--- src/sv/hgbi_pkg.sv ---
// Shared types and constants of the grid box index block.
`default_nettype none

package hgbi_pkg;

  localparam int CFG_IDX_W = 3;
  localparam int DIMS_W    = 2;
  localparam int DEPTH_W   = 4;

  typedef enum logic [CFG_IDX_W-1:0] {
    CFG_DIMS      = 3'd0,
    CFG_MAX_DEPTH = 3'd1,
    CFG_CENTER_X  = 3'd2,
    CFG_CENTER_Y  = 3'd3,
    CFG_CENTER_Z  = 3'd4,
    CFG_LENGTH_X  = 3'd5,
    CFG_LENGTH_Y  = 3'd6,
    CFG_LENGTH_Z  = 3'd7
  } cfg_reg_e;

  // Effective dimension count and level count after saturation.
  typedef struct packed {
    logic [DIMS_W-1:0]  nd;
    logic [DEPTH_W-1:0] depth;
  } hgbi_mode_t;

  // Control that travels with each beat along the chain.
  typedef struct packed {
    logic valid;
    logic outside;
  } hgbi_ctl_t;

endpackage

`default_nettype wire

--- src/sv/hgbi_cell.sv ---
// Level cell: decides one level of the grid for every used dimension.
`default_nettype none

module hgbi_cell
  import hgbi_pkg::*;
#(
  parameter int MAX_DIMS   = 3,
  parameter int MAX_LEVELS = 8,
  parameter int COORD_BITS = 32,
  parameter int LEVEL      = 0
) (
  input  wire                          clk_i,
  input  wire                          rst_ni,
  input  wire hgbi_mode_t              mode_i,
  input  wire logic [COORD_BITS-2:0]   len_i [MAX_DIMS],
  input  wire hgbi_ctl_t               ctl_i,
  output logic                         ready_o,
  input  wire logic [COORD_BITS-1:0]   p_i   [MAX_DIMS],
  input  wire logic [COORD_BITS+MAX_LEVELS+1:0] m_i [MAX_DIMS],
  input  wire logic [MAX_DIMS*MAX_LEVELS:0]     id_i,
  output hgbi_ctl_t                    ctl_o,
  output logic [COORD_BITS-1:0]        p_o   [MAX_DIMS],
  output logic [COORD_BITS+MAX_LEVELS+1:0] m_o [MAX_DIMS],
  output logic [MAX_DIMS*MAX_LEVELS:0]     id_o,
  input  wire                          ready_i
);

  localparam int SS   = MAX_LEVELS + 1;
  localparam int W    = COORD_BITS + MAX_LEVELS + 2;
  localparam int ID_W = MAX_DIMS * MAX_LEVELS + 1;
  localparam int QSH  = MAX_LEVELS - 1 - LEVEL;

  hgbi_ctl_t             ctl_q;
  logic [COORD_BITS-1:0] p_q   [MAX_DIMS];
  logic [W-1:0]          m_q   [MAX_DIMS];
  logic [ID_W-1:0]       id_q;
  logic [W-1:0]          ps    [MAX_DIMS];
  logic [W-1:0]          qtr   [MAX_DIMS];
  logic [W-1:0]          m_d   [MAX_DIMS];
  logic [MAX_DIMS-1:0]   grp;
  logic                  active;
  logic [ID_W-1:0]       id_d;

  // The quarter extent at this level is the scaled length shifted down by LEVEL+2.
  always_comb begin
    for (int d = 0; d < MAX_DIMS; d++) begin
      ps[d]  = {p_i[d][COORD_BITS-1], p_i[d], SS'(0)};
      qtr[d] = W'(len_i[d]) << QSH;
      grp[d] = ($signed(ps[d]) > $signed(m_i[d])) && (DIMS_W'(d) < mode_i.nd);
      m_d[d] = ($signed(ps[d]) > $signed(m_i[d])) ? (m_i[d] + qtr[d]) : (m_i[d] - qtr[d]);
    end
    active = DEPTH_W'(LEVEL) < mode_i.depth;
    id_d   = active ? ((id_i << mode_i.nd) | ID_W'(grp)) : id_i;
  end

  assign ready_o = !ctl_q.valid || ready_i;

  always_ff @(posedge clk_i or negedge rst_ni) begin
    if (!rst_ni) begin
      ctl_q <= '0;
    end else if (ready_o) begin
      ctl_q <= ctl_i;
    end
  end

  always_ff @(posedge clk_i) begin
    if (ctl_i.valid && ready_o) begin
      p_q  <= p_i;
      m_q  <= m_d;
      id_q <= id_d;
    end
  end

  assign ctl_o = ctl_q;
  assign p_o   = p_q;
  assign m_o   = m_q;
  assign id_o  = id_q;

endmodule

`default_nettype wire

--- config.mk ---
export PLATFORM = sky130hd
export DESIGN_NAME = hgbi_cell
export DESIGN_NICKNAME = d
export VERILOG_FILES = /design/src/sv/hgbi_pkg.sv /design/src/sv/hgbi_cell.sv
export SDC_FILE = /design/constraint.sdc
export NUM_CORES = 1
export LEC_CHECK = 0
export ABC_AREA = 1
export BUFFER_PORTS_ARGS = -buffer_cell sky130_fd_sc_hd__buf_4
export CELL_PAD_IN_SITES_DETAIL_PLACEMENT = 1
export CELL_PAD_IN_SITES_GLOBAL_PLACEMENT = 1
export CORE_MARGIN = 4
export CORE_UTILIZATION = 23
export CTS_BUF_LIST = sky130_fd_sc_hd__clkbuf_8 sky130_fd_sc_hd__clkbuf_16
export CTS_CLUSTER_DIAMETER = 40
export DETAILED_ROUTE_END_ITERATION = 10
export MAX_ROUTING_LAYER = met4
export PLACE_DENSITY_LB_ADDON = 0.1
export SLEW_MARGIN = 40
export SYNTH_ARGS = -nofsm -noshare
export SYNTH_HDL_FRONTEND = slang
export SYNTH_SLANG_ARGS = --single-unit
--- constraint.sdc ---
create_clock -name clk_i -period 34.4 [get_ports clk_i]
set_clock_uncertainty 0.2 [all_clocks]
set_input_delay 5.16 -clock clk_i [delete_from_list [all_inputs] [get_ports clk_i]]
set_output_delay 5.16 -clock clk_i [all_outputs]
set_load 0.02 [all_outputs]
==> metrics.txt, run 1 <==
global-route wire length before repair 127000 um; fraction of layout cells with a size suffix above 1 24.7%; Worst Hold Class reg2reg; initial core utilization 23.2%; postcts setup bufs 0; PortBufs 600; CTS resizes 0; synth warn 0; Compound-Gate Fraction of Synth Area 10.7%; Worst Tran Pin Value 0.776 ns; full die area 91000 um^2; clk sinks 249; post-DP HPWL 74000 um; Fmax achieved 89.5 MHz; CP max FO 3; Synth Register Bits 249; DRT Pass-1 Iters 5; synthesized area 19800 um^2; drc violations 0; ys async rst share 0.803%; total grt overflow 0; crit path DAT 5.82 ns; H-tree levels 3; period utilisation layout 32.5%; CTS tree done; vias per cell 4.43; Seq/Total Area, Yosys 37.6%; CP Data Required Time 29.04 ns; Final min period 11.18 ns; number of enable flip-flop cells after synthesis 247; Register Area 7470 um^2; Overall Global Routing Usage 19.1%; Primary FF master, synth edfxtp_1; initial antenna violation count 4; DR WL/cell 20.0 um; Routed WL 86900 um; XOR/XNOR Fraction of Synth Area 7.97%; final cell count without fillers 4334; clock slew at reported path FFs 0.05 ns; area occupied by multi-input gates 10800 um^2; post-synthesis adder-cell area fraction 13.2%; # IOs 601; CTS root buf clkbuf_16; Area Overhead vs Synth 41.6%; Final Max Tran Viols 0; relative slew slack 47.8%; Cell Rows 107; reg-to-reg setup timing slack 31.39 ns; mux cell area share after synthesis 0%; Die Y 302 um; vias in the first global route 20680; cell area power density 59.0 nW/um^2; post-route setup TNS 0 ns; Mapped Avg Cell Area 8.02 um^2; unrepaired setup endpoints after global routing no; clk buf depth 3; CTS Buf Count 72; Routed Antenna Nets 0; Setup-failing EPs final 0; Unique masters post-synth 53; peak supply drop 0.0000342 V; Mapped Nets 3032; Leak 13.4 nW; filler instances 10287; 1st-iter DRT viols 715; worst skew pair latency 0.62 ns; largest net degree at the start of global routing 65; type of origin of the critical path input port; Mapped Cells 2474; combinational family with the most area after synthesis simple AND/OR/NAND/NOR gates; nets 3688; Final Hold Viols 0; Post-Synth Simple-Gate Area 22.4%; Cell Count Post-Placement 4200; Die W 302 um; Crit. End Element output port; vias 19200; Core Area 85400 um^2; GP Congestion 0.863; status completed; max-cap violations 0; Hold-fix buffers, CTS 0; CP Class in2out
synthesized netlist by cell type (20+ instances only):
| master | n | area [um^2] |
|---|---|---|
| nand2_1 | 512 | 1920 |
| inv_1 | 379 | 1420 |
| nor2_1 | 339 | 1270 |
| edfxtp_1 | 247 | 7420 |
| ha_1 | 204 | 2550 |
| a21oi_1 | 146 | 731 |
| o21ai_0 | 127 | 636 |
| xor2_1 | 120 | 1050 |
| nand3_1 | 76 | 380 |
| xnor2_1 | 53 | 464 |
| nand4_1 | 34 | 213 |
| nor3_1 | 27 | 135 |
| a31oi_1 | 26 | 163 |
| a21o_1 | 24 | 180 |
| nor2_2 | 20 | 125 |
kinds of logic (layout without fill, tap and decap cells):
logic type | after synthesis | in the layout
other cells | 0 | 5
fa+ha+maj | 207 | 207
buf+inv | 414 | 1125
simple gates | 1054 | 1054
flops | 249 | 249
compound gates | 373 | 373
xor+xnor | 177 | 177
placed cells by master, fill, tap and decap left out, drive strengths merged, types with 26 or more instances in the layout:
| cell | synthesis | layout |
|---|---|---|
| ha | 204 | 204 |
| inv | 389 | 405 |
| nand2 | 521 | 521 |
| nand3 | 82 | 82 |
| nor2 | 362 | 362 |
| o21ai | 136 | 136 |
| a31oi | 26 | 26 |
| clkbuf | 15 | 76 |
| buf | 9 | 606 |
| edfxtp | 247 | 247 |
| nor3 | 32 | 32 |
| a21oi | 154 | 154 |
| xor2 | 124 | 124 |
| xnor2 | 53 | 53 |
| nand4 | 35 | 35 |
routing by layer:
| layer | vias to the layer above | global-route usage [%] | wire length, um |
|---|---|---|---|
| li1 | 9545 | - | - |
| met1 | 9073 | 22.3 | 36700 |
| met2 | 479 | 31.9 | 42000 |
| met3 | 103 | 5.99 | 6510 |
| met4 | 0 | 4.74 | 1740 |
| met5 | - | - | 0 |
worst max-delay path, cell delays in order:
cell and delay (ns):
buf_4 0.11, nor2_1 0.24, inv_1 0.13, buf_4 0.18
registers in the layout (all words and copies together) (netlist names):
signal and flops:
p_o 96, ctl_o 2, m_o 126, id_o 25
final timing paths:
path,start,to,depth (start not counted)
worst min-delay path,ctl_o[0]$_DFFE_PN0N_,ctl_o[0]$_DFFE_PN0N_,2
max in group asynchronous,rst_ni,ctl_o[0]$_DFFE_PN0N_,1
worst min register to register,ctl_o[0]$_DFFE_PN0N_,ctl_o[0]$_DFFE_PN0N_,2
min in group asynchronous,rst_ni,ctl_o[1]$_DFFE_PN0N_,1
worst max register to register,ctl_o[1]$_DFFE_PN0N_,id_o[8]$_DFFE_PP_,7
worst max-delay path,ready_i,ready_o,4
layout make-up:
| cell class | count | area share (%) |
|---|---|---|
| inverters | 390 | 5.22 |
| well taps | 1144 | 5.09 |
| flip-flops and latches | 249 | 26.6 |
| clock inverters | 53 | 1.78 |
| multi-input cells | 1811 | 38.3 |
| repair buffers | 606 | 16.3 |
| diodes | 5 | 0.0445 |
| clock buffers | 76 | 6.73 |
stage by stage:
step | util (%) | total power, mW | instance area, um^2 | hold WS, ns | worst slack, ns
after global routing | 32.9 | 1.77 | 28100 | 0.347 | 23.18
final | 32.9 | 1.66 | 28100 | 0.309 | 23.22
after global placement | 30.0 | 1.01 | 25700 | 0.275 | 23.19
after floorplan | - | 0.776 | 19800 | 0.391 | 17.82
after CTS | 32.9 | 1.69 | 28100 | 0.308 | 23.21
after detailed placement | 30.1 | 1.01 | 25700 | 0.293 | 23.21
where the power goes:
group | switching [mW] | internal [mW]
Combinational | 0.372 | 0.212
Clock | 0.203 | 0.457
Sequential | 0.0142 | 0.400
Total | 0.590 | 1.07
(Power assumes the default switching activity.)
==> run 2, diff against run 1 <==
clock period = 11.2 ns   (was 34.4 ns; I/O delays follow)
==> run 2 against run 1 <==
  * Sequential cell count did not move
  * Largest power group unchanged
  * Final cell count rose by 0.30%
  * Global-route usage grew 0.38 points
  * Clock power rose to 3.6 times the previous value
  * Non-clock buffer count unchanged
  * Sequential power rose to 3.1 times the previous value
  * Total power increased to 3.3 times the previous value
  * Via count up 0.90%
  * Worst setup slack worse by 18 ns
  * Critical path type is now in2reg
==> metrics.txt, run 2 (synthesis results as in run 1) <==
CP max stage cell a21oi_1; Worst Tran Pin Value 0.749 ns (-0.0274 ns); Final Max Tran Viols 0 (unchanged); CP Class in2reg; most common cell after layout, fill and taps aside buf_4; Overall Global Routing Usage 19.5% (+0.38 points); # IOs 601 (unchanged); Crit. End Element flip-flop; CP max FO 21 (+18); postcts setup bufs 0 (unchanged); CP Data Required Time 11.36 ns (-17.68 ns); Routed WL 88600 um (+1.9%); 1st-iter DRT viols 790 (+10%); largest net degree at the start of global routing 68 (+4.6%); cell mode on critical path nand2_1; peak supply drop 0.000116 V (+240%); Die Y 302 um (unchanged); relative slew slack 49.6% (+1.8 points); clock slew at reported path FFs 0.05 ns (about the same); total grt overflow 0 (unchanged); initial core utilization 23.2% (unchanged); CTS Buf Count 75 (+4.2%); Leak 13.6 nW (+1.1%); clk buf depth 3 (unchanged); Die W 302 um (unchanged); vias in the first global route 21170 (+2.4%); worst skew pair latency 0.63 ns (about the same); Cell Count Post-Placement 4200 (unchanged); post-route setup TNS 0 ns (unchanged); H-tree levels 3 (unchanged); Fmax achieved 160 MHz; Core Area 85400 um^2 (unchanged); nets 3691 (+0.081%); fraction of layout cells with a size suffix above 1 25.3% (+0.57 points); clk sinks 249 (unchanged); post-DP HPWL 75300 um (+1.8%); Buf+Inv Stages, Crit Path 4 (+1); worst hold slack 0.304 ns (-0.00465 ns); crit-path leading delay family simple AND/OR/NAND/NOR gates; final cell count without fillers 4347 (+0.30%); DRT Pass-1 Iters 5 (unchanged); Worst Hold Class reg2reg; PortBufs 600 (unchanged); vias per cell 4.46 (+0.59%); GP Congestion 0.878 (+1.7%); max-cap violations 0 (unchanged); Hold-fix buffers, CTS 0 (unchanged); Final min period 6.24 ns; CTS tree done; crit path DAT 6.39 ns (+0.57 ns); type of origin of the critical path input port; DR WL/cell 20.4 um (+1.6%); initial antenna violation count 8 (+4); Routed Antenna Nets 0 (unchanged); period utilisation layout 55.7%; CTS root buf clkbuf_16; global-route wire length before repair 130000 um (+2.1%); Area Overhead vs Synth 43.6%; flip-flop count of the largest register after layout 126 (unchanged); vias 19372 (+0.90%); CP peak stage delay 0.49 ns (+0.25 ns); cell area power density 191 nW/um^2 (+220%); Final Hold Viols 0 (unchanged); full die area 91000 um^2 (unchanged); most frequent cells in the layout buf_4, nand2_1, inv_1, nor2_1, edfxtp_1; CTS resizes 0 (unchanged); status completed; Setup-failing EPs final 0 (unchanged); Cell Rows 107 (unchanged); unrepaired setup endpoints after global routing no; drc violations 0 (unchanged)
run 2: path summary, 6_finish.rpt:
check                                          start  cells past startpoint  slack, ns              endpoint
worst max register to register  ctl_o[1]$_DFFE_PN0N_                      5       8.78     p_o[24]$_DFFE_PP_
worst min-delay path            ctl_o[0]$_DFFE_PN0N_                      2       0.30  ctl_o[0]$_DFFE_PN0N_
worst max-delay path                        m_i[101]                     28       4.96    m_o[121]$_DFFE_PP_
worst min register to register  ctl_o[0]$_DFFE_PN0N_                      2       0.30  ctl_o[0]$_DFFE_PN0N_
max in group asynchronous                     rst_ni                      1      10.08  ctl_o[0]$_DFFE_PN0N_
min in group asynchronous                     rst_ni                      1       0.63  ctl_o[1]$_DFFE_PN0N_
run 2: final cells by class:
class                      instances  area [um^2]
antenna                            7         17.5
clock buffer                      77         1920
clock inverter                    63          857
fill                           10265        56900
inverter                         390         1470
multi-input combinational       1811        10800
sequential                       249         7470
tap                             1144         1430
timing repair buffer             606         4560
run 2: metal layers:
layer	global-route usage [%]	up-vias	routed length, um
met5	-	-	0
met4	4.98	0	1480
met3	5.31	103	6130
met2	32.9	514	43200
met1	22.9	9180	37700
li1	-	9575	-
run 2: report_power, final:
group / internal (mW) / total (mW) / switching [mW] / leakage [nW]
clock: 1.66 / 2.35 / 0.694 / 1.36
sequential: 1.23 / 1.28 / 0.0479 / 2.37
combinational: 0.652 / 1.81 / 1.15 / 9.82
run 2: metrics by stage:
| step | setup WS (ns) | util, % | instance area [um^2] | power [mW] |
|---|---|---|---|---|
| after global routing | 4.60 | 33.3 | 28500 | 5.77 |
| after floorplan | 2.37 | - | 19800 | 2.37 |
| after CTS | 4.94 | 33.3 | 28500 | 5.54 |
| after detailed placement | 4.32 | 30.1 | 25700 | 3.12 |
| after global placement | 4.32 | 30.1 | 25700 | 3.11 |
| final | 4.96 | 33.3 | 28500 | 5.43 |
run 2: worst reg2reg max path: cells and delay by family (launching register included):
kind	cells	cell delay, ns
simple gates	2	0.16
buf+inv	3	1.18
flops	1	0.37
