`config.mk`:
```
export PLATFORM = sky130hd
export DESIGN_NAME = hgbi_entry
export DESIGN_NICKNAME = d
export VERILOG_FILES = /design/src/sv/hgbi_pkg.sv /design/src/sv/hgbi_entry.sv
export SDC_FILE = /design/constraint.sdc
export NUM_CORES = 1
export LEC_CHECK = 0
export BUFFER_PORTS_ARGS = -buffer_cell sky130_fd_sc_hd__buf_2
export CORE_MARGIN = 1
export CORE_UTILIZATION = 41
export CTS_BUF_LIST = sky130_fd_sc_hd__clkbuf_8
export DETAILED_ROUTE_END_ITERATION = 16
export GPL_ROUTABILITY_DRIVEN = 0
export PLACE_DENSITY_LB_ADDON = 0.25
export SYNTH_ARGS = -nofsm -noshare
export SYNTH_HDL_FRONTEND = slang
export SYNTH_SLANG_ARGS = --single-unit
```
`constraint.sdc`:
```
create_clock -name clk_i -period 6.5 [get_ports clk_i]
set_clock_uncertainty 0.1 [all_clocks]
set_input_delay 1.3 -clock clk_i [delete_from_list [all_inputs] [get_ports clk_i]]
set_output_delay 1.3 -clock clk_i [all_outputs]
set_load 0.05 [all_outputs]
```
`src/sv/hgbi_pkg.sv`:
```
// Shared types and constants of the grid box index block.
`default_nettype none

package hgbi_pkg;

  localparam int CFG_IDX_W = 3;
  localparam int DIMS_W    = 2;
  localparam int DEPTH_W   = 4;

  typedef enum logic [CFG_IDX_W-1:0] {
    CFG_DIMS      = 3'd0,
    CFG_MAX_DEPTH = 3'd1,
    CFG_CENTER_X  = 3'd2,
    CFG_CENTER_Y  = 3'd3,
    CFG_CENTER_Z  = 3'd4,
    CFG_LENGTH_X  = 3'd5,
    CFG_LENGTH_Y  = 3'd6,
    CFG_LENGTH_Z  = 3'd7
  } cfg_reg_e;

  // Effective dimension count and level count after saturation.
  typedef struct packed {
    logic [DIMS_W-1:0]  nd;
    logic [DEPTH_W-1:0] depth;
  } hgbi_mode_t;

  // Control that travels with each beat along the chain.
  typedef struct packed {
    logic valid;
    logic outside;
  } hgbi_ctl_t;

endpackage

`default_nettype wire

```
`src/sv/hgbi_entry.sv`:
```
// Entry cell: scales the point and the centre, and checks the grid bounds.
`default_nettype none

module hgbi_entry
  import hgbi_pkg::*;
#(
  parameter int MAX_DIMS   = 3,
  parameter int MAX_LEVELS = 8,
  parameter int COORD_BITS = 32
) (
  input  wire                          clk_i,
  input  wire                          rst_ni,
  input  wire hgbi_mode_t              mode_i,
  input  wire logic [COORD_BITS-1:0]   cen_i   [MAX_DIMS],
  input  wire logic [COORD_BITS-2:0]   len_i   [MAX_DIMS],
  input  wire                          valid_i,
  output logic                         ready_o,
  input  wire logic [COORD_BITS-1:0]   coord_i [MAX_DIMS],
  output hgbi_ctl_t                    ctl_o,
  output logic [COORD_BITS-1:0]        p_o     [MAX_DIMS],
  output logic [COORD_BITS+MAX_LEVELS+1:0] m_o [MAX_DIMS],
  input  wire                          ready_i
);

  localparam int SS = MAX_LEVELS + 1;
  localparam int W  = COORD_BITS + MAX_LEVELS + 2;

  hgbi_ctl_t             ctl_q;
  logic [COORD_BITS-1:0] p_q   [MAX_DIMS];
  logic [W-1:0]          m_q   [MAX_DIMS];
  logic [W-1:0]          ps    [MAX_DIMS];
  logic [W-1:0]          cs    [MAX_DIMS];
  logic [W-1:0]          half  [MAX_DIMS];
  logic [W-1:0]          lo    [MAX_DIMS];
  logic [W-1:0]          hi    [MAX_DIMS];
  logic [MAX_DIMS-1:0]   out_d;
  logic                  outside;

  // All values are held scaled by 2^(MAX_LEVELS+1) so every halving is exact.
  always_comb begin
    for (int d = 0; d < MAX_DIMS; d++) begin
      ps[d]   = {coord_i[d][COORD_BITS-1], coord_i[d], SS'(0)};
      cs[d]   = {cen_i[d][COORD_BITS-1], cen_i[d], SS'(0)};
      half[d] = {3'b000, len_i[d], MAX_LEVELS'(0)};
      lo[d]   = cs[d] - half[d];
      hi[d]   = cs[d] + half[d];
      out_d[d] = (DIMS_W'(d) < mode_i.nd) &&
                 (($signed(ps[d]) < $signed(lo[d])) || ($signed(ps[d]) > $signed(hi[d])));
    end
    outside = |out_d;
  end

  assign ready_o = !ctl_q.valid || ready_i;

  always_ff @(posedge clk_i or negedge rst_ni) begin
    if (!rst_ni) begin
      ctl_q <= '0;
    end else if (ready_o) begin
      ctl_q.valid   <= valid_i;
      ctl_q.outside <= outside;
    end
  end

  always_ff @(posedge clk_i) begin
    if (valid_i && ready_o) begin
      p_q <= coord_i;
      m_q <= cs;
    end
  end

  assign ctl_o = ctl_q;
  assign p_o   = p_q;
  assign m_o   = m_q;

endmodule

`default_nettype wire

```
==> flow_metrics.env, run 1 <==
export IMPL_hold_violations=0
export IMPL_path_cells="buf_2 -> ha_1 -> inv_1 -> fa_1 -> o21ba_2 -> nor4_1 -> o31a_1 -> o311ai_0 -> a21oi_1 -> a2111oi_0 -> o41ai_1 -> a21oi_1 -> o21bai_1 -> a21bo_2 -> ha_1 -> nand4_1 -> nor4_1 -> a211oi_1 -> xor2_1 -> and3_1 -> nor4_1 -> a31oi_1"
export IMPL_path_clk_slew_ps=110
export IMPL_switching_share_of_power=0.400
export IMPL_finalSetupViolCount=0
export IMPL_initial_utilization=0.417
export IMPL_post_synth_fa_ha_maj_area_fraction=0.251
export IMPL_ioPinCount=520
export IMPL_seq_area_frac_synth=0.308
export IMPL_htree_levels=4
export IMPL_post_layout_nonfiller_instances=3083
export IMPL_synth_seq_cells=194
export IMPL_critPathSlowestCell="sky130_fd_sc_hd__a2111oi_0"
export IMPL_worst_slew_pin_slew_ps=768
export IMPL_synth_top_flop_cell="sky130_fd_sc_hd__edfxtp_1"
export IMPL_detail_routed_net_length_per_standard_cell_um=17.5
export IMPL_dpl_cell_count=3048
export IMPL_fin_nets=3140
export IMPL_power_internal_uw=2630
export IMPL_outcome="complete, no violations"
export IMPL_end_kind="flop"
export IMPL_slew_violations=0
export IMPL_post_synth_cell_area_avg_um2=9.52
export IMPL_number_of_distinct_library_cells_after_synthesis=75
export IMPL_post_route_drc_count=0
export IMPL_core_region_area_um2=45400
export IMPL_power_share_clock=0.203
export IMPL_power_switching_uw=1750
export IMPL_synth_xor_xnor_area_share=0.0667
export IMPL_first_global_vias=15900
export IMPL_worst_r2r_cell_count=3
export IMPL_horizontal_die_dimension_um=217
export IMPL_drt_initial_drc_count=851
export IMPL_maxClockFrequency_ghz=0.168
export IMPL_global_route_wire_length_before_repair_mm=83.1
export IMPL_io_buffer_count=488
export IMPL_fp_dieArea_um2=47000
export IMPL_wire_length_after_detailed_routing_mm=54.1
export IMPL_total_number_of_vias=16400
export IMPL_drt_vias_per_instance=5.32
export IMPL_synth_area_leader_cell="sky130_fd_sc_hd__edfxtp_1"
export IMPL_synthToLayoutAreaGrowth_pct=18.5
export IMPL_share_seq_of_total_power=0.337
export IMPL_drt_first_pass_iters=5
export IMPL_pin_count_of_the_biggest_net_entering_global_routing=89
export IMPL_synthesis_instances=1986
export IMPL_cts_tree="built"
export IMPL_synth_most_common_cell="sky130_fd_sc_hd__ha_1"
export IMPL_cell_types_with_the_largest_area_share_after_synthesis="sky130_fd_sc_hd__edfxtp_1 (30%), sky130_fd_sc_hd__ha_1 (25%), sky130_fd_sc_hd__xnor2_1 (5.5%)"
export IMPL_global_route_usage_total=0.228
export IMPL_cts_root_to_sink_buffers=2
export IMPL_worst_ep_required_time_ps=6890
export IMPL_synth_yosys_warnings=0
export IMPL_clock_sinks=194
export IMPL_grt_setup_unrepaired="false"
export IMPL_synth_top_family_by_area="adder cells"
export IMPL_netlist_area_um2=18900
export IMPL_cts_repair_timing_setup_buffer_count=0
export IMPL_synth_simple_gate_area_share=0.132
export IMPL_worstPathArrival_ps=6330
export IMPL_holdBufCountCts=0
export IMPL_p_per_cell_area_nw_per_um2=196
export IMPL_synth_top_cell_area_share=0.305
export IMPL_synth_compound_area_share=0.185
export IMPL_globalRoute_totalOverflow=0
export IMPL_critical_path_top_cell_by_count="sky130_fd_sc_hd__nor4_1"
export IMPL_worstSetupPathType="input pin to flop"
export IMPL_finalSetupTns_ps=0
export IMPL_antenna_found_initial=10
export IMPL_leakagePower_uw=0.0106
export IMPL_synth_enable_flop_cells=192
export IMPL_die_height_um=217
export IMPL_synth_top_cells_by_count="sky130_fd_sc_hd__ha_1 (375), sky130_fd_sc_hd__edfxtp_1 (192), sky130_fd_sc_hd__a21oi_1 (172), sky130_fd_sc_hd__inv_1 (172), sky130_fd_sc_hd__nor2_1 (147)"
export IMPL_async_flop_share=0.0103
export IMPL_hpwlAfterDp_mm=45.6
export IMPL_worst_ir_drop_vdd_v=0.000138
export IMPL_timing_max_cap_violations=0
export IMPL_insertion_delay_ps=600
export IMPL_drt_antenna_violating_nets=0
export IMPL_final_period_minus_worst_setup_slack_ps=5950
export IMPL_cp_max_fo=3
export IMPL_start_kind="input pin"
export IMPL_clk_root_buffer_cell="sky130_fd_sc_hd__clkbuf_8"
export IMPL_worst_slew_slack_as_a_fraction_of_its_limit=0.488
export IMPL_holdCritPathClass="input pin to asynchronous set/reset pin"
export IMPL_tritoncts_num_buffers=17
export IMPL_post_synthesis_mux_area_share=0.000529
export IMPL_power_share_combinational=0.461
export IMPL_core_rowCount=78
export IMPL_post_cts_resized_instances=0
export IMPL_cpPeakStageDelay_ps=660
export IMPL_final_cycle_share=0.915
export IMPL_post_route_cells_drive_above_1_share=0.242
==> critical path: cells and delay by family <==
| family | cells | cell delay, ps |
|---|---|---|
| AO/OA/AOI/OAI | 11 | 2770 |
| XOR/XNOR | 1 | 180 |
| AND/OR/NAND/NOR | 5 | 1180 |
| adder cells (fa/ha/maj) | 3 | 730 |
| buffers and inverters | 2 | 190 |
==> power by group through the flow <==
stage / clock network, uW / logic, uW / registers (uW)
2_1_floorplan: 0 / 1220 / 1750
3_3_place_gp: 0 / 1960 / 1500
3_5_place_dp: 0 / 2000 / 1500
4_1_cts: 921 / 2020 / 1470
5_1_grt: 955 / 2240 / 1480
6_report: 888 / 2020 / 1470
==> cell type report <==
type | instances | area (um2)
clock buffers | 17 | 234
fillers | 4282 | 23000
inverters | 174 | 653
repair buffers | 513 | 2640
diodes | 3 | 7.51
multi-input cells | 1567 | 12100
flip-flops and latches | 194 | 5820
well taps | 600 | 751
clock inverters | 15 | 183
==> cell families (layout without fill, tap and decap cells) <==
group,Yosys count,after routing
and+or+nand+nor,488,488
xor gates and xnor gates,144,144
buffers and inverters,251,719
DFF,194,194
other,1,30
adders and majority gates,378,378
muxes,1,1
AOI/OAI and AO/OA,529,529
==> state kept, by name (all words and copies together), names as in the netlist <==
register,cells
ctl_o,2
m_o,96
p_o,96
==> metrics by stage <==
| stage | total power (uW) | hold WS (ps) | setup WS, ps | util | cell area (um2) |
|---|---|---|---|---|---|
| finish | 4380 | 373 | 554 | 0.494 | 22400 |
| floorplan | 2970 | 688 | 532 | - | 19000 |
| global route | 4670 | 343 | 84.2 | 0.494 | 22400 |
| global placement | 3460 | 444 | 7.40 | 0.484 | 22000 |
| CTS | 4410 | 309 | 626 | 0.494 | 22400 |
| detailed placement | 3510 | 447 | -42.1 | 0.484 | 22000 |
==> layout by cell type (no fill, tap or decap), types with 29 or more instances in the layout <==
master / synthesis / final
sky130_fd_sc_hd__a21o_1: 75 / 75
sky130_fd_sc_hd__a21oi_1: 172 / 172
sky130_fd_sc_hd__buf_2: 5 / 488
sky130_fd_sc_hd__edfxtp_1: 192 / 192
sky130_fd_sc_hd__ha_1: 375 / 375
sky130_fd_sc_hd__inv_1: 172 / 173
sky130_fd_sc_hd__nand2_1: 50 / 50
sky130_fd_sc_hd__nand2b_1: 29 / 29
sky130_fd_sc_hd__nand4_1: 40 / 40
sky130_fd_sc_hd__nor2_1: 147 / 147
sky130_fd_sc_hd__nor2b_1: 37 / 37
sky130_fd_sc_hd__nor3_1: 68 / 68
sky130_fd_sc_hd__o21a_1: 45 / 45
sky130_fd_sc_hd__o21ai_0: 75 / 75
sky130_fd_sc_hd__o21bai_1: 31 / 31
sky130_fd_sc_hd__or2_2: 32 / 32
sky130_fd_sc_hd__xnor2_1: 119 / 119
==> per-layer routing <==
layer | share of wire | wire length (um) | track usage | up-vias
li1 | - | - | - | 8154
met1 | 0.43 | 23000 | 0.282 | 7627
met2 | 0.48 | 26100 | 0.391 | 544
met3 | 0.065 | 3510 | 0.0478 | 81
met4 | 0.025 | 1370 | 0.0826 | 10
met5 | 0.0013 | 71 | 0 | -
==> final timing paths <==
kind                            endpoint  startpoint  slack (ps)
worst max-delay path            ctl_o[0]   cen_i[32]         550
worst min-delay path            ctl_o[0]      rst_ni         370
worst max register to register   p_o[56]    ctl_o[1]        4040
worst min register to register  ctl_o[0]    ctl_o[0]         470
max in group asynchronous       ctl_o[1]      rst_ni        5810
min in group clk_i              ctl_o[0]    ctl_o[0]         470
Power figures use the tool's default switching activity.
==> run 2: changes to the inputs <==
CAP_MARGIN = 20   (was default)
CTS_BUF_LIST = sky130_fd_sc_hd__clkbuf_2 sky130_fd_sc_hd__clkbuf_4 sky130_fd_sc_hd__clkbuf_8   (was sky130_fd_sc_hd__clkbuf_8)
==> flow_metrics.env, run 2 (synthesis results as in run 1) <==
export IMPL_outcome="complete, no violations"
export IMPL_post_route_worst_setup_slack_ps=556
export IMPL_finalSetupTns_ps=0
export IMPL_fp_dieArea_um2=47000
export IMPL_hpwlAfterDp_mm=45.6
export IMPL_reg2reg_from="ctl_o[1]"
export IMPL_cts_repair_timing_setup_buffer_count=0
export IMPL_horizontal_die_dimension_um=217
export IMPL_critPathSlowestCell="sky130_fd_sc_hd__a2111oi_0"
export IMPL_synthToLayoutAreaGrowth_pct=18.5
export IMPL_crit_cells=22
export IMPL_cts_root_to_sink_buffers=2
export IMPL_critical_path_top_cell_by_count="sky130_fd_sc_hd__nor4_1"
export IMPL_path_buf_inv=2
export IMPL_final_fill_count=4280
export IMPL_finalSetupViolCount=0
export IMPL_initial_utilization=0.417
export IMPL_regToRegEndpoint="p_o[56]"
export IMPL_core_region_area_um2=45400
export IMPL_power_share_combinational=0.460
export IMPL_htree_levels=4
export IMPL_detail_routed_net_length_per_standard_cell_um=17.5
export IMPL_post_route_drc_count=0
export IMPL_clk_root_buffer_cell="sky130_fd_sc_hd__clkbuf_8"
export IMPL_switching_share_of_power=0.400
export IMPL_antenna_found_initial=10
export IMPL_wire_length_after_detailed_routing_mm=54.0
export IMPL_final_period_minus_worst_setup_slack_ps=5940
export IMPL_worst_ep_required_time_ps=6890
export IMPL_pin_count_of_the_biggest_net_entering_global_routing=89
export IMPL_multi_input_logic_area_um2=12100
export IMPL_first_global_vias=15900
export IMPL_clock_sinks=194
export IMPL_drt_vias_per_instance=5.32
export IMPL_start_kind="input pin"
export IMPL_power_switching_uw=1750
export IMPL_die_height_um=217
export IMPL_final_common_cell="sky130_fd_sc_hd__buf_2"
export IMPL_dpl_worst_slack_ps=-42.1
export IMPL_stdcell_area_um2=22400
export IMPL_timing_reg2reg_setup_slack_ps=4040
export IMPL_core_rowCount=78
export IMPL_worst_r2r_cell_count=3
export IMPL_path_clk_slew_ps=110
export IMPL_fin_nets=3140
export IMPL_worst_ir_drop_vdd_v=0.000138
export IMPL_cpPeakStageDelay_ps=660
export IMPL_leakagePower_uw=0.0106
export IMPL_global_route_usage_total=0.228
export IMPL_area_sequential_um2=5820
export IMPL_share_seq_of_total_power=0.336
export IMPL_final_cycle_share=0.915
export IMPL_worst_slew_pin_slew_ps=768
export IMPL_global_route_wire_length_before_repair_mm=83.1
export IMPL_io_buffer_count=488
export IMPL_grt_setup_unrepaired="false"
export IMPL_post_route_cells_drive_above_1_share=0.242
export IMPL_p_per_cell_area_nw_per_um2=196
export IMPL_globalRoute_totalOverflow=0
export IMPL_worstSetupPathType="input pin to flop"
export IMPL_end_kind="flop"
export IMPL_power_internal_uw=2630
export IMPL_holdCritPathClass="input pin to asynchronous set/reset pin"
export IMPL_drt_first_pass_iters=5
export IMPL_total_number_of_vias=16400
export IMPL_post_cts_resized_instances=0
export IMPL_final_cell_mix="sky130_fd_sc_hd__buf_2 (488), sky130_fd_sc_hd__ha_1 (375), sky130_fd_sc_hd__edfxtp_1 (192)"
export IMPL_cts_tree="built"
export IMPL_maxClockFrequency_ghz=0.168
export IMPL_path_cells="buf_2 -> ha_1 -> inv_1 -> fa_1 -> o21ba_2 -> nor4_1 -> o31a_1 -> o311ai_0 -> a21oi_1 -> a2111oi_0 -> o41ai_1 -> a21oi_1 -> o21bai_1 -> a21bo_2 -> ha_1 -> nand4_1 -> nor4_1 -> a211oi_1 -> xor2_1 -> and3_1 -> nor4_1 -> a31oi_1"
export IMPL_worst_slew_slack_as_a_fraction_of_its_limit=0.488
export IMPL_power_share_clock=0.204
export IMPL_insertion_delay_ps=600
export IMPL_timing_max_cap_violations=0
export IMPL_drt_antenna_violating_nets=0
export IMPL_ioPinCount=520
export IMPL_drt_initial_drc_count=851
export IMPL_fin_util=0.494
export IMPL_cell_family_contributing_the_most_delay_on_the_critical_path="compound AO/OA/AOI/OAI gates"
export IMPL_worstPathArrival_ps=6330
export IMPL_tritoncts_num_buffers=17
export IMPL_setup_worst_path_end="ctl_o[0]"
export IMPL_hold_violations=0
export IMPL_slew_violations=0
export IMPL_dpl_cell_area_um2=22000
export IMPL_cp_max_fo=3
export IMPL_holdBufCountCts=0
export IMPL_launch_point_of_the_worst_path="cen_i[32]"
export IMPL_p_total_uw=4390
-- run 2: cell count changes in the layout (fill, tap and decap cells not counted), sizes merged --
cell and delta:
clkbuf +1, inv -1
-- run 2: per-stage QoR --
stage	hold WS, ps	std cells
2_1_floorplan	688	2012
3_3_place_gp	444	3048
3_5_place_dp	447	3048
4_1_cts	309	3080
5_1_grt	343	3081
6_report	373	3083
-- run 2: per-layer routing --
layer | GRT usage | wire [um]
met4 | 0.0826 | 1370
met2 | 0.391 | 26100
met3 | 0.0478 | 3480
met1 | 0.282 | 23000
met5 | 0 | 71
-- run 2: how the worst min path moves through the flow --
stage,start,endpoint,slack [ps],depth (start not counted)
2_1_floorplan,ctl_o[0],ctl_o[0],690,2
3_3_place_gp,ctl_o[0],ctl_o[0],440,2
3_5_place_dp,ctl_o[0],ctl_o[0],450,2
4_1_cts,rst_ni,ctl_o[0],310,1
5_1_grt,rst_ni,ctl_o[0],340,1
6_report,rst_ni,ctl_o[0],370,1
-- run 2: cell type report --
| cell class | instances | area share |
|---|---|---|
| clock inverter | 14 | 0.00798 |
| multi-input combinational | 1567 | 0.541 |
| clock buffer | 18 | 0.0108 |
| inverter | 174 | 0.0291 |
| timing repair buffer | 513 | 0.118 |
| sequential | 194 | 0.260 |
| tap | 600 | 0.0335 |
| antenna | 3 | 0.000335 |
-- run 2: power by group through the flow --
stage	clock network (uW)	logic, uW	registers [uW]
2_1_floorplan	0	1220	1750
3_3_place_gp	0	1960	1500
3_5_place_dp	0	2000	1500
4_1_cts	926	2020	1470
5_1_grt	961	2240	1480
6_report	895	2020	1470
-- run 2: worst register-to-register path: stages (launching register included) --
cell	delay, ps
sky130_fd_sc_hd__dfrtp_1	390
sky130_fd_sc_hd__nand2b_1	200
sky130_fd_sc_hd__and2_4	670
sky130_fd_sc_hd__buf_4	660
==> run 3: changes to the inputs <==
PLACE_DENSITY_LB_ADDON = 0.1   (was 0.25)
==> flow_metrics.env, run 3 (synthesis results as in run 1) <==
export IMPL_htree_levels=4
export IMPL_timing_max_cap_violations=0
export IMPL_maxClockFrequency_ghz=0.166
export IMPL_post_route_drc_count=0
export IMPL_finalSetupTns_ps=0
export IMPL_drt_antenna_violating_nets=0
export IMPL_worst_slew_pin_slew_ps=999
export IMPL_wire_length_after_detailed_routing_mm=55.3
export IMPL_worst_slew_slack_as_a_fraction_of_its_limit=0.334
export IMPL_p_total_uw=4320
export IMPL_dpl_cell_area_um2=22100
export IMPL_die_height_um=217
export IMPL_grt_setup_unrepaired="false"
export IMPL_post_cts_resized_instances=0
export IMPL_final_period_minus_worst_setup_slack_ps=6030
export IMPL_worst_ep_required_time_ps=6860
export IMPL_drt_initial_drc_count=816
export IMPL_post_layout_nonfiller_instances=3096
export IMPL_clock_sinks=194
export IMPL_cts_tree="built"
export IMPL_antenna_found_initial=7
export IMPL_core_region_area_um2=45400
export IMPL_cts_root_to_sink_buffers=2
export IMPL_worst_ir_drop_vdd_v=0.000138
export IMPL_global_route_usage_total=0.233
export IMPL_ioPinCount=520
export IMPL_worstSetupPathType="input pin to flop"
export IMPL_cp_max_fo=3
export IMPL_insertion_delay_ps=560
export IMPL_finalSetupViolCount=0
export IMPL_holdBufCountCts=0
export IMPL_start_kind="input pin"
export IMPL_end_kind="flop"
export IMPL_dpl_cell_count=3060
export IMPL_clk_root_buffer_cell="sky130_fd_sc_hd__clkbuf_8"
export IMPL_p_per_cell_area_nw_per_um2=193
export IMPL_worstPathArrival_ps=6390
export IMPL_slew_violations=0
export IMPL_fp_dieArea_um2=47000
export IMPL_drt_first_pass_iters=5
export IMPL_io_buffer_count=488
export IMPL_synthToLayoutAreaGrowth_pct=18.8
export IMPL_core_rowCount=78
export IMPL_drt_vias_per_instance=5.22
export IMPL_timing_reg2reg_setup_slack_ps=4430
export IMPL_tritoncts_num_buffers=17
export IMPL_cts_repair_timing_setup_buffer_count=0
export IMPL_detail_routed_net_length_per_standard_cell_um=17.9
export IMPL_initial_utilization=0.417
export IMPL_pin_count_of_the_biggest_net_entering_global_routing=71
export IMPL_hold_violations=0
export IMPL_leakagePower_uw=0.0107
export IMPL_hpwlAfterDp_mm=47.2
export IMPL_globalRoute_totalOverflow=0
export IMPL_final_cell_mix="sky130_fd_sc_hd__buf_2 (488), sky130_fd_sc_hd__ha_1 (375), sky130_fd_sc_hd__edfxtp_1 (192)"
export IMPL_holdCritPathClass="input pin to asynchronous set/reset pin"
export IMPL_total_number_of_vias=16200
export IMPL_horizontal_die_dimension_um=217
export IMPL_global_route_wire_length_before_repair_mm=84.5
export IMPL_post_route_cells_drive_above_1_share=0.246
export IMPL_final_cycle_share=0.928
export IMPL_final_common_cell="sky130_fd_sc_hd__buf_2"
export IMPL_path_clk_slew_ps=110
export IMPL_stdcell_area_um2=22500
export IMPL_first_global_vias=15800
export IMPL_outcome="complete, no violations"
export IMPL_fin_nets=3152
==> run 3: power by group <==
part	internal (uW)	switching, uW
sequential	1460	15.7
clock	347	477
combinational	787	1240
==> run 3: worst paths after layout <==
check                           from        to  cells after the start
setup / recovery           len_i[73]  ctl_o[0]                     26
hold / removal                rst_ni  ctl_o[0]                      1
setup reg to reg            ctl_o[1]  m_o[104]                      3
hold reg to reg             ctl_o[0]  ctl_o[0]                      2
max in group asynchronous     rst_ni  ctl_o[1]                      1
min in group clk_i          ctl_o[0]  ctl_o[0]                      2
==> run 3: metal layers <==
| layer | up-vias | global-route usage | part of all wire | wire (um) |
|---|---|---|---|---|
| li1 | 8174 | - | - | - |
| met1 | 7530 | 0.293 | 0.44 | 24600 |
| met2 | 410 | 0.407 | 0.49 | 27100 |
| met3 | 45 | 0.0463 | 0.052 | 2880 |
| met4 | 6 | 0.0566 | 0.013 | 730 |
| met5 | - | 0 | 0.00080 | 44 |
==> run 3: area by class of cell <==
type / instances / area [um2]
fill: 4442 / 22900
sequential: 194 / 5820
antenna: 4 / 10.0
inverter: 174 / 653
multi-input combinational: 1567 / 12100
timing repair buffer: 525 / 2720
clock inverter: 13 / 134
clock buffer: 19 / 249
tap: 600 / 751
==> run 3: stage by stage <==
stage	setup WS, ps	hold WS [ps]	util
final	468	408	0.495
after global routing	2.62	358	0.495
after global placement	-19.9	445	0.486
after detailed placement	-73.8	465	0.486
after CTS	572	314	0.495
after floorplan	532	688	-
==> run 3: critical path: stages <==
cell and delay (ps):
sky130_fd_sc_hd__buf_2 90, sky130_fd_sc_hd__inv_1 40, sky130_fd_sc_hd__ha_1 290, sky130_fd_sc_hd__or4_1 600, sky130_fd_sc_hd__or3_1 330, sky130_fd_sc_hd__o31a_1 290
sky130_fd_sc_hd__a31oi_1 190, sky130_fd_sc_hd__buf_4 150, sky130_fd_sc_hd__a31oi_1 160, sky130_fd_sc_hd__o21a_1 270, sky130_fd_sc_hd__o21ai_2 150, sky130_fd_sc_hd__a21oi_1 100
sky130_fd_sc_hd__o21ai_2 130, sky130_fd_sc_hd__xor2_1 90, sky130_fd_sc_hd__ha_1 310, sky130_fd_sc_hd__nand4_1 180, sky130_fd_sc_hd__nor4_1 350, sky130_fd_sc_hd__buf_4 170
sky130_fd_sc_hd__o2111ai_1 100, sky130_fd_sc_hd__and3b_1 190, sky130_fd_sc_hd__o21ai_0 70, sky130_fd_sc_hd__a211oi_1 80, sky130_fd_sc_hd__xor2_1 150, sky130_fd_sc_hd__and3_1 220
sky130_fd_sc_hd__nor4_1 260, sky130_fd_sc_hd__a31oi_1 130
